<file path="config.mk">
export PLATFORM = sky130hd
export DESIGN_NAME = nli_seq
export DESIGN_NICKNAME = d
export VERILOG_FILES = /design/src/rtl/core/nli_pkg.sv /design/src/rtl/core/nli_seq.sv
export SDC_FILE = /design/constraint.sdc
export NUM_CORES = 1
export LEC_CHECK = 0
export ABC_AREA = 1
export BUFFER_PORTS_ARGS = -buffer_cell sky130_fd_sc_hd__buf_2
export CAP_MARGIN = 30
export CELL_PAD_IN_SITES_DETAIL_PLACEMENT = 0
export CELL_PAD_IN_SITES_GLOBAL_PLACEMENT = 2
export CORE_MARGIN = 3
export CORE_UTILIZATION = 27
export DETAILED_ROUTE_END_ITERATION = 6
export PLACE_DENSITY_LB_ADDON = 0.2
export SLEW_MARGIN = 20
export SYNTH_ARGS = -nofsm -noshare
export SYNTH_HDL_FRONTEND = slang
export SYNTH_SLANG_ARGS = --single-unit
</file>
<file path="constraint.sdc">
create_clock -name clk -period 4.1 [get_ports clk]
set_input_delay 0.41 -clock clk [delete_from_list [all_inputs] [get_ports clk]]
set_output_delay 0.41 -clock clk [all_outputs]
set_load 0.01 [all_outputs]
</file>
<file path="src/rtl/core/nli_pkg.sv">
// shared types, constants and the microcode program of the interpolator
`timescale 1ns / 1ps

package nli_pkg;

    localparam int DEF_MAX_NODES   = 16;
    localparam int DEF_NUM_COLUMNS = 8;

    localparam int FUNC_W = 2;
    localparam int NODE_W = 4;
    localparam int COL_W  = 3;
    localparam int DUR_W  = 16;
    localparam int SMP_W  = 32;
    localparam int TIME_W = 20;
    localparam int NN_W   = 5;
    localparam int TAU_W  = 16;
    localparam int TCNT_W = $clog2(TAU_W);
    localparam int SUM_W  = DUR_W + NODE_W + 1;
    localparam int DIFF_W = SMP_W + 1;
    localparam int PROD_W = TAU_W + 1 + DIFF_W;
    localparam int ACC_W  = PROD_W + 1;

    localparam int IN_TDATA_W  = 80;
    localparam int OUT_TDATA_W = 40;

    localparam int PC_W = 4;

    typedef enum logic [FUNC_W-1:0] {
        FN_WR_DUR = 2'd0,
        FN_WR_SMP = 2'd1,
        FN_QUERY  = 2'd2,
        FN_NONE   = 2'd3
    } func_t;

    typedef enum logic [3:0] {
        OP_IDLE   = 4'd0,
        OP_WALK   = 4'd1,
        OP_SETUP  = 4'd2,
        OP_LDPREV = 4'd3,
        OP_LDCUR  = 4'd4,
        OP_DIV    = 4'd5,
        OP_SUB    = 4'd6,
        OP_MUL    = 4'd7,
        OP_FIN    = 4'd8,
        OP_MISS   = 4'd9
    } op_t;

    typedef enum logic [2:0] {
        JC_NONE    = 3'd0,
        JC_QUERY   = 3'd1,
        JC_STOP    = 3'd2,
        JC_MISS    = 3'd3,
        JC_DIVDONE = 3'd4,
        JC_OUTFREE = 3'd5
    } cond_t;

    localparam logic [PC_W-1:0] PC_IDLE   = 4'd0;
    localparam logic [PC_W-1:0] PC_WALK   = 4'd1;
    localparam logic [PC_W-1:0] PC_SETUP  = 4'd2;
    localparam logic [PC_W-1:0] PC_LDPREV = 4'd3;
    localparam logic [PC_W-1:0] PC_LDCUR  = 4'd4;
    localparam logic [PC_W-1:0] PC_DIV    = 4'd5;
    localparam logic [PC_W-1:0] PC_SUB    = 4'd6;
    localparam logic [PC_W-1:0] PC_MUL    = 4'd7;
    localparam logic [PC_W-1:0] PC_FIN    = 4'd8;
    localparam logic [PC_W-1:0] PC_MISS   = 4'd9;

    // cond true: go to target; else hold stays on the step, or falls through
    typedef struct packed {
        op_t             op;
        cond_t           cond;
        logic            hold;
        logic [PC_W-1:0] target;
    } ucode_t;

    typedef struct packed {
        logic query_start;
        logic stop;
        logic miss;
        logic div_done;
    } dp_status_t;

    typedef struct packed {
        logic [SMP_W-1:0]  value;
        logic              valid;
        logic [NODE_W-1:0] seg;
    } result_t;

    typedef struct packed {
        func_t              func;
        logic [NODE_W-1:0]  node_index;
        logic [COL_W-1:0]   column;
        logic [DUR_W-1:0]   duration;
        logic [SMP_W-1:0]   sample_value;
        logic [TIME_W-1:0]  query_time;
    } in_item_t;

    function automatic ucode_t ucode_rom(input logic [PC_W-1:0] pc);
        ucode_t w;
        case (pc)
            PC_IDLE:   w = '{OP_IDLE,   JC_QUERY,   1'b1, PC_WALK};
            PC_WALK:   w = '{OP_WALK,   JC_STOP,    1'b1, PC_SETUP};
            PC_SETUP:  w = '{OP_SETUP,  JC_MISS,    1'b0, PC_MISS};
            PC_LDPREV: w = '{OP_LDPREV, JC_NONE,    1'b0, PC_IDLE};
            PC_LDCUR:  w = '{OP_LDCUR,  JC_NONE,    1'b0, PC_IDLE};
            PC_DIV:    w = '{OP_DIV,    JC_DIVDONE, 1'b1, PC_SUB};
            PC_SUB:    w = '{OP_SUB,    JC_NONE,    1'b0, PC_IDLE};
            PC_MUL:    w = '{OP_MUL,    JC_NONE,    1'b0, PC_IDLE};
            PC_FIN:    w = '{OP_FIN,    JC_OUTFREE, 1'b1, PC_IDLE};
            PC_MISS:   w = '{OP_MISS,   JC_OUTFREE, 1'b1, PC_IDLE};
            default:   w = '{OP_IDLE,   JC_NONE,    1'b0, PC_IDLE};
        endcase
        return w;
    endfunction

endpackage

</file>
<file path="src/rtl/core/nli_seq.sv">
// microcode sequencer: step counter, program rom and jump logic
`timescale 1ns / 1ps

module nli_seq (
    input  logic                clk,
    input  logic                rst_n,
    input  nli_pkg::dp_status_t status,
    input  logic                out_free,
    output nli_pkg::ucode_t     word
);
    import nli_pkg::*;

    logic [PC_W-1:0] pc_reg;
    logic [PC_W-1:0] pc_next;
    logic            cond_true;

    assign word = ucode_rom(pc_reg);

    always_comb
    begin
        case (word.cond)
            JC_NONE:    cond_true = 1'b0;
            JC_QUERY:   cond_true = status.query_start;
            JC_STOP:    cond_true = status.stop;
            JC_MISS:    cond_true = status.miss;
            JC_DIVDONE: cond_true = status.div_done;
            JC_OUTFREE: cond_true = out_free;
            default:    cond_true = 1'b0;
        endcase

        if (cond_true)
        begin
            pc_next = word.target;
        end
        else if (word.hold)
        begin
            pc_next = pc_reg;
        end
        else
        begin
            pc_next = pc_reg + 1'b1;
        end
    end

    always_ff @(posedge clk or negedge rst_n)
    begin
        if (!rst_n)
        begin
            pc_reg <= PC_IDLE;
        end
        else
        begin
            pc_reg <= pc_next;
        end
    end

endmodule

</file>
==> results of run 1 <==
==> cell type report <==
cell class	instances	area (µm²)
timing repair buffer	19	100
sequential	4	100
fill	219	1120
clock buffer	3	22.5
multi-input combinational	48	342
inverter	13	51.3
tap	25	31.3
==> synthesized netlist by cell type <==
library cell	number	share of area, %
xor2_1	2	3.4
o21ai_0	1	0.97
ha_1	3	7.3
nand3_2	1	1.9
nand2_2	3	3.6
nand3_1	12	12
nor2_1	5	3.6
nand2_1	10	7.3
o21ai_4	1	3.2
inv_4	1	1.2
buf_6	2	4.4
dfrtp_1	4	19
nand2_4	5	11
inv_2	5	3.6
nor2_4	3	6.6
inv_1	7	5.1
nand3_4	1	3.4
nand4_2	1	2.4
==> per-layer routing <==
| metal | vias up | share of wire [%] | GRT usage [%] |
|---|---|---|---|
| met4 | 0 | 0 | 4.15 |
| li1 | 246 | - | - |
| met2 | 15 | 47 | 15.0 |
| met3 | 0 | 4.2 | 3.63 |
| met5 | - | 0 | 0 |
| met1 | 210 | 48 | 13.6 |
==> how the worst max path moves through the flow <==
stage	from	end	slack [ns]	cells past startpoint
6_report	pc_reg[1]	word[4]	2.11	5
5_1_grt	pc_reg[1]	word[4]	1.97	5
4_1_cts	pc_reg[1]	word[4]	2.08	5
3_5_place_dp	pc_reg[1]	word[4]	2.34	5
3_3_place_gp	pc_reg[1]	word[4]	2.31	5
2_1_floorplan	pc_reg[1]	word[8]	2.66	4
==> power by group through the flow <==
stage,Combinational (mW),Clock (mW),Sequential (mW)
after floorplan,0.363,0,0.0784
after global placement,0.442,0,0.108
after detailed placement,0.437,0,0.107
after CTS,0.440,0.0498,0.106
after global routing,0.479,0.0546,0.111
final,0.430,0.0477,0.105
==> worst max-delay path: stages (launching register included) <==
cell and delay [ns]:
dfrtp_1 0.55, inv_1 0.11, ha_1 0.26, nand2_2 0.15, o21ai_4 0.11, buf_2 0.17
==> logic make-up after synthesis <==
kind of cell / count (synthesis)
flops: 4
compound gates: 2
buf+inv: 15
simple gates: 41
fa+ha+maj: 3
xor+xnor: 2
==> flow_summary_export.csv, run 1 <==
group,metric,value,unit
routing,routed-via-count,471,
cells_and_area,final_common_cell,"buf_2",
timing,whs,0.515,ns
clock_network,clk_latency,0.23,ns
synth,yosysSeqAreaShare,19.4,%
cells_and_area,nNetsFinal,99,
grt,grt_usage,10.3,%
timing,fin_skew,0.000797,ns
pwr,ir_worst_vdd,363,µV
grt,grt_pass1_wl,1.92,mm
placement,place_ws,2.34,ns
clock_network,cts_hold_buf,1,
cells_and_area,fin_cells,112,
synth,netlist_area,515,µm²
synth,synth_top_family_by_area,"simple AND/OR/NAND/NOR gates",
placement,dpl.hpwl,910,µm
routing,wl,1.11,mm
clock_network,cts_resized,0,
pwr,swShare,55.6,%
synth,synth_compound_area_share,4.13,%
pwr,switchingPower,0.324,mW
routing,drtPass1Iterations,4,
clock_network,clkSinkCount,4,
timing,setup_viol,0,
clock_network,htree_levels,1,
pwr,p_leak,0.390,nW
pwr,power.density,901,nW/µm²
cells_and_area,layout-drive-gt1-share,48.3,%
critical_path,reg2reg_to,"pc_reg[0]",
routing,drt_iter0_drc,5,
grt,grt_overflow,0,
floorplan,die_w,49.7,µm
job,max-cap-violations,0,
critical_path,timing.rr.start,"pc_reg[1]",
synth,syn_inst,67,
timing,setup_ws,2.11,ns
timing,tightest_slew,0.560,ns
pwr,p_int,0.259,mW
outcome,outcome,"finished, final reports clean",
cells_and_area,areaGrowthSynthToFinish,25.5,%
clock_network,numCtsBuffers,3,
critical_path,critical_path_class,"reg2out",
clock_network,tritoncts,"done",
placement,gp_congestion,0.732,
clock_network,clock_path_buffers,2,
grt,grt_pass1_vias,430,
cells_and_area,largest_reg_flops,4,
routing,via_per_inst,4.21,
hold_path,hold_class,"in2async",
critical_path,ff2ff_path_depth,10,
critical_path,crit_fanout,7,
synth,synthMuxAreaShare,0,%
clock_network,postCtsSetupRepairBufs,0,
grt,antenna_found_initial,0,
placement,dp.cells,108,
timing,slew_viol_final,0,
pwr,seq_power_share,18.0,%
routing,drc_errors,0,
timing,finalSetupTns,0,ns
clock_network,cts.reportedPaths.clkPinSlew,0.04,ns
floorplan,row_count,15,
placement,placed_area,614,µm²
timing,slew_headroom,62.7,%
critical_path,cp-start-kind,"register",
cells_and_area,most-common-layout-cells,"buf_2, nand3_1, nand2_1",
pwr,pwr-share-clk,8.2,%
routing,drtAntennaViolNets,0,
placement,portBuffers,18,
synth,syn_nets,77,
synth,synth-simple-area-share,51.5,%
floorplan,core,1760,µm²
timing,finalCriticalPeriod,1.99,ns
critical_path,crit_arrival,1.58,ns
timing,max_freq,503,MHz
floorplan,dieArea,2470,µm²
timing,hold_violations,0,
pwr,combPwrFrac,73.8,%
timing,min_period_over_period,48.5,%
synth,synth_warnings,0,
critical_path,ff2ff_setup_slack,2.52,ns
floorplan,die_h,49.7,µm
cells_and_area,diodes,0,
floorplan,floorplan.initialDensity,29.2,%
pwr,power,0.583,mW
grt,grt_max_degree,12,
floorplan,num_io_pins,19,
synth,synth_cell_types,18,
critical_path,critical_path_required,3.69,ns
synth,synth-xor-area-share,3.40,%
timing,grt_setup_unrepaired,"no",
clock_network,clockRootBuffer,"clkbuf_4",
routing,wl_per_cell,9.89,µm
cells_and_area,utilization,36.7,%
synth,synthAdderAreaFrac,7.28,%
synth,syn_area_per_cell,7.69,µm²
critical_path,critPathCaptureType,"primary output",
cells_and_area,fin_area,647,µm²
synth,synth-seq-cells,4,
Power figures use the tool's default switching activity.
==> run 2: changes to the inputs <==
--- a/config.mk
+++ b/config.mk
@@ -5,13 +5,13 @@
 export SDC_FILE = /design/constraint.sdc
 export NUM_CORES = 1
 export LEC_CHECK = 0
-export ABC_AREA = 1
+export ABC_AREA = 0
 export BUFFER_PORTS_ARGS = -buffer_cell sky130_fd_sc_hd__buf_2
 export CAP_MARGIN = 30
 export CELL_PAD_IN_SITES_DETAIL_PLACEMENT = 0
 export CELL_PAD_IN_SITES_GLOBAL_PLACEMENT = 2
 export CORE_MARGIN = 3
-export CORE_UTILIZATION = 27
+export CORE_UTILIZATION = 25
 export DETAILED_ROUTE_END_ITERATION = 6
 export PLACE_DENSITY_LB_ADDON = 0.2
 export SLEW_MARGIN = 20
==> constraint.sdc (replaced) <==
create_clock -name clk -period 2 [get_ports clk]
set_input_delay 0.2 -clock clk [delete_from_list [all_inputs] [get_ports clk]]
set_output_delay 0.2 -clock clk [all_outputs]
set_load 0.01 [all_outputs]
==> flow_summary_export.csv, run 2 <==
group,metric,value,unit
placement,dp.cells,104,
floorplan,row_count,15,
synth,syn_nets,66,
grt,antenna_found_initial,0,
pwr,p_leak,0.366,nW
cells_and_area,fill_cells,201,
routing,wl,1.34,mm
synth,yosys-top-cells-count,"inv_1, nor2_1, dfrtp_1",
floorplan,die_h,49.6,µm
clock_network,tritoncts,"done",
routing,via_per_inst,4.52,
cells_and_area,nNetsFinal,96,
synth,synth_edf_count,0,
cells_and_area,largest_reg_flops,4,
cells_and_area,diodes,0,
clock_network,clk_latency,0.23,ns
routing,drtAntennaViolNets,0,
routing,wl_per_cell,12.3,µm
grt,grt_overflow,0,
outcome,outcome,"finished, final reports clean",
job,max-cap-violations,0,
grt,grt_pass1_wl,2.15,mm
timing,finalSetupTns,0,ns
placement,dpl.hpwl,1.06,mm
pwr,power.density,1840,nW/µm²
timing,min_period_over_period,93.7,%
synth,syn_inst,56,
timing,tightest_slew,0.458,ns
timing,hold_violations,0,
floorplan,die_w,49.6,µm
critical_path,critical_path_required,2.11,ns
cells_and_area,areaGrowthSynthToFinish,42.4,%
routing,drtPass1Iterations,2,
critical_path,cp-start-kind,"register",
grt,grt_pass1_vias,501,
pwr,ir_worst_vdd,667,µV
critical_path,critical_path_class,"reg2reg",
critical_path,crit_arrival,1.98,ns
critical_path,crit_fanout,5,
timing,slew_headroom,69.5,%
routing,drc_errors,0,
grt,grt_max_degree,13,
placement,portBuffers,18,
synth,syn_area_per_cell,8.49,µm²
synth,synth-seq-cells,4,
pwr,power,1.25,mW
clock_network,htree_levels,1,
synth,yosysSeqAreaShare,21.1,%
grt,top_usage_layer,"met2",
clock_network,clockRootBuffer,"clkbuf_4",
timing,finalCriticalPeriod,1.87,ns
synth,async_flop_share,100,%
critical_path,critPathCaptureType,"register",
clock_network,numCtsBuffers,3,
floorplan,floorplan.initialDensity,27.0,%
synth,synth_cell_types,34,
cells_and_area,utilization,38.4,%
synth,synth_area_leaders,"dfrtp_1, ha_1, inv_1",
clock_network,cts.reportedPaths.clkPinSlew,0.04,ns
floorplan,core,1760,µm²
cells_and_area,layout-drive-gt1-share,47.6,%
placement,placed_area,631,µm²
cells_and_area,multiInputGateArea,337,µm²
timing,fin_skew,0.00263,ns
placement,gp_congestion,0.781,
cells_and_area,fin_area,677,µm²
synth,yosysTopAreaCell,"dfrtp_1",
synth,netlist_area,475,µm²
cells_and_area,seqCellArea,100,µm²
floorplan,dieArea,2460,µm²
grt,use_met1,15.2,%
synth,synth_warnings,0,
synth,ys.flop_type,"dfrtp_1",
floorplan,num_io_pins,19,
timing,setup_viol,0,
grt,grt_usage,11.4,%
timing,max_freq,534,MHz
grt,met3_usage,1.81,%
cells_and_area,fin_cells,109,
synth,synth.top_cell.area_share,21.1,%
cells_and_area,most-common-layout-cells,"buf_2, buf_4, inv_1, nor2_1, dfrtp_1",
cells_and_area,final_common_cell,"buf_2",
clock_network,clock_path_buffers,2,
hold_path,hold_class,"in2async",
routing,drt_iter0_drc,4,
routing,routed-via-count,493,
grt,grt_use_met2,17.2,%
timing,slew_viol_final,0,
clock_network,clkSinkCount,4,
==> run 2: logic make-up after synthesis <==
logic type | count (synthesis) | synth area share (%)
and+or+nand+nor | 22 | 27.9
muxes | 2 | 5.26
adders and majority gates | 3 | 7.90
AOI/OAI and AO/OA | 17 | 28.4
DFF | 4 | 21.1
buffers and inverters | 8 | 9.47
==> run 2: layer usage <==
metal,vias to the layer above,share of wire [%]
li1,257,-
met3,2,4.8
met4,0,0.82
met1,221,52
met2,13,43
met5,-,0
==> run 2: area by class of cell <==
type	instances	share of cell area, %
multi-input cells	44	49.7
flip-flops and latches	4	14.8
clock buffers	3	3.33
well taps	25	4.62
inverters	5	2.77
repair buffers	28	24.8
==> run 2: timing repair <==
item                                    4_1_cts  5_1_grt
endpoints found under the hold margin         4        0
buffers inserted                              0        1
resized for setup                             0        1
endpoints found under the setup margin        0        1
hold buffers                                  1        0
==> run 2: through the flow <==
stage / worst slack, ns / hold WS, ns
6_report: 0.127 / 0.300
5_1_grt: -0.00622 / 0.323
4_1_cts: 0.0780 / 0.291
3_5_place_dp: 0.0923 / 0.00911
3_3_place_gp: 0.135 / 0.0105
2_1_floorplan: 0.0418 / -0.0956
==> run 2: worst paths after layout <==
kind                           start   endpoint  slack [ns]  cells past startpoint
max reg2reg                pc_reg[0]  pc_reg[3]        0.13                      7
max                        pc_reg[0]  pc_reg[3]        0.13                      7
min reg2reg                pc_reg[0]  pc_reg[0]        0.75                      2
max in group asynchronous      rst_n  pc_reg[3]        1.58                      2
min                            rst_n  pc_reg[2]        0.30                      2
min in group clk           status[0]  pc_reg[1]        0.49                      4
==> run 2: worst max-delay path, stage by stage (launching register included) <==
cell     delay [ns]
dfrtp_1        0.39
inv_1          0.06
ha_1           0.35
nor3_2         0.15
nor3b_2        0.21
o22ai_2        0.12
o21ai_2        0.13
mux2_4         0.33
==> run 2: power breakdown <==
group	internal, mW	switching, mW
clock network	0.0671	0.0320
registers	0.114	0.0621
logic	0.490	0.483
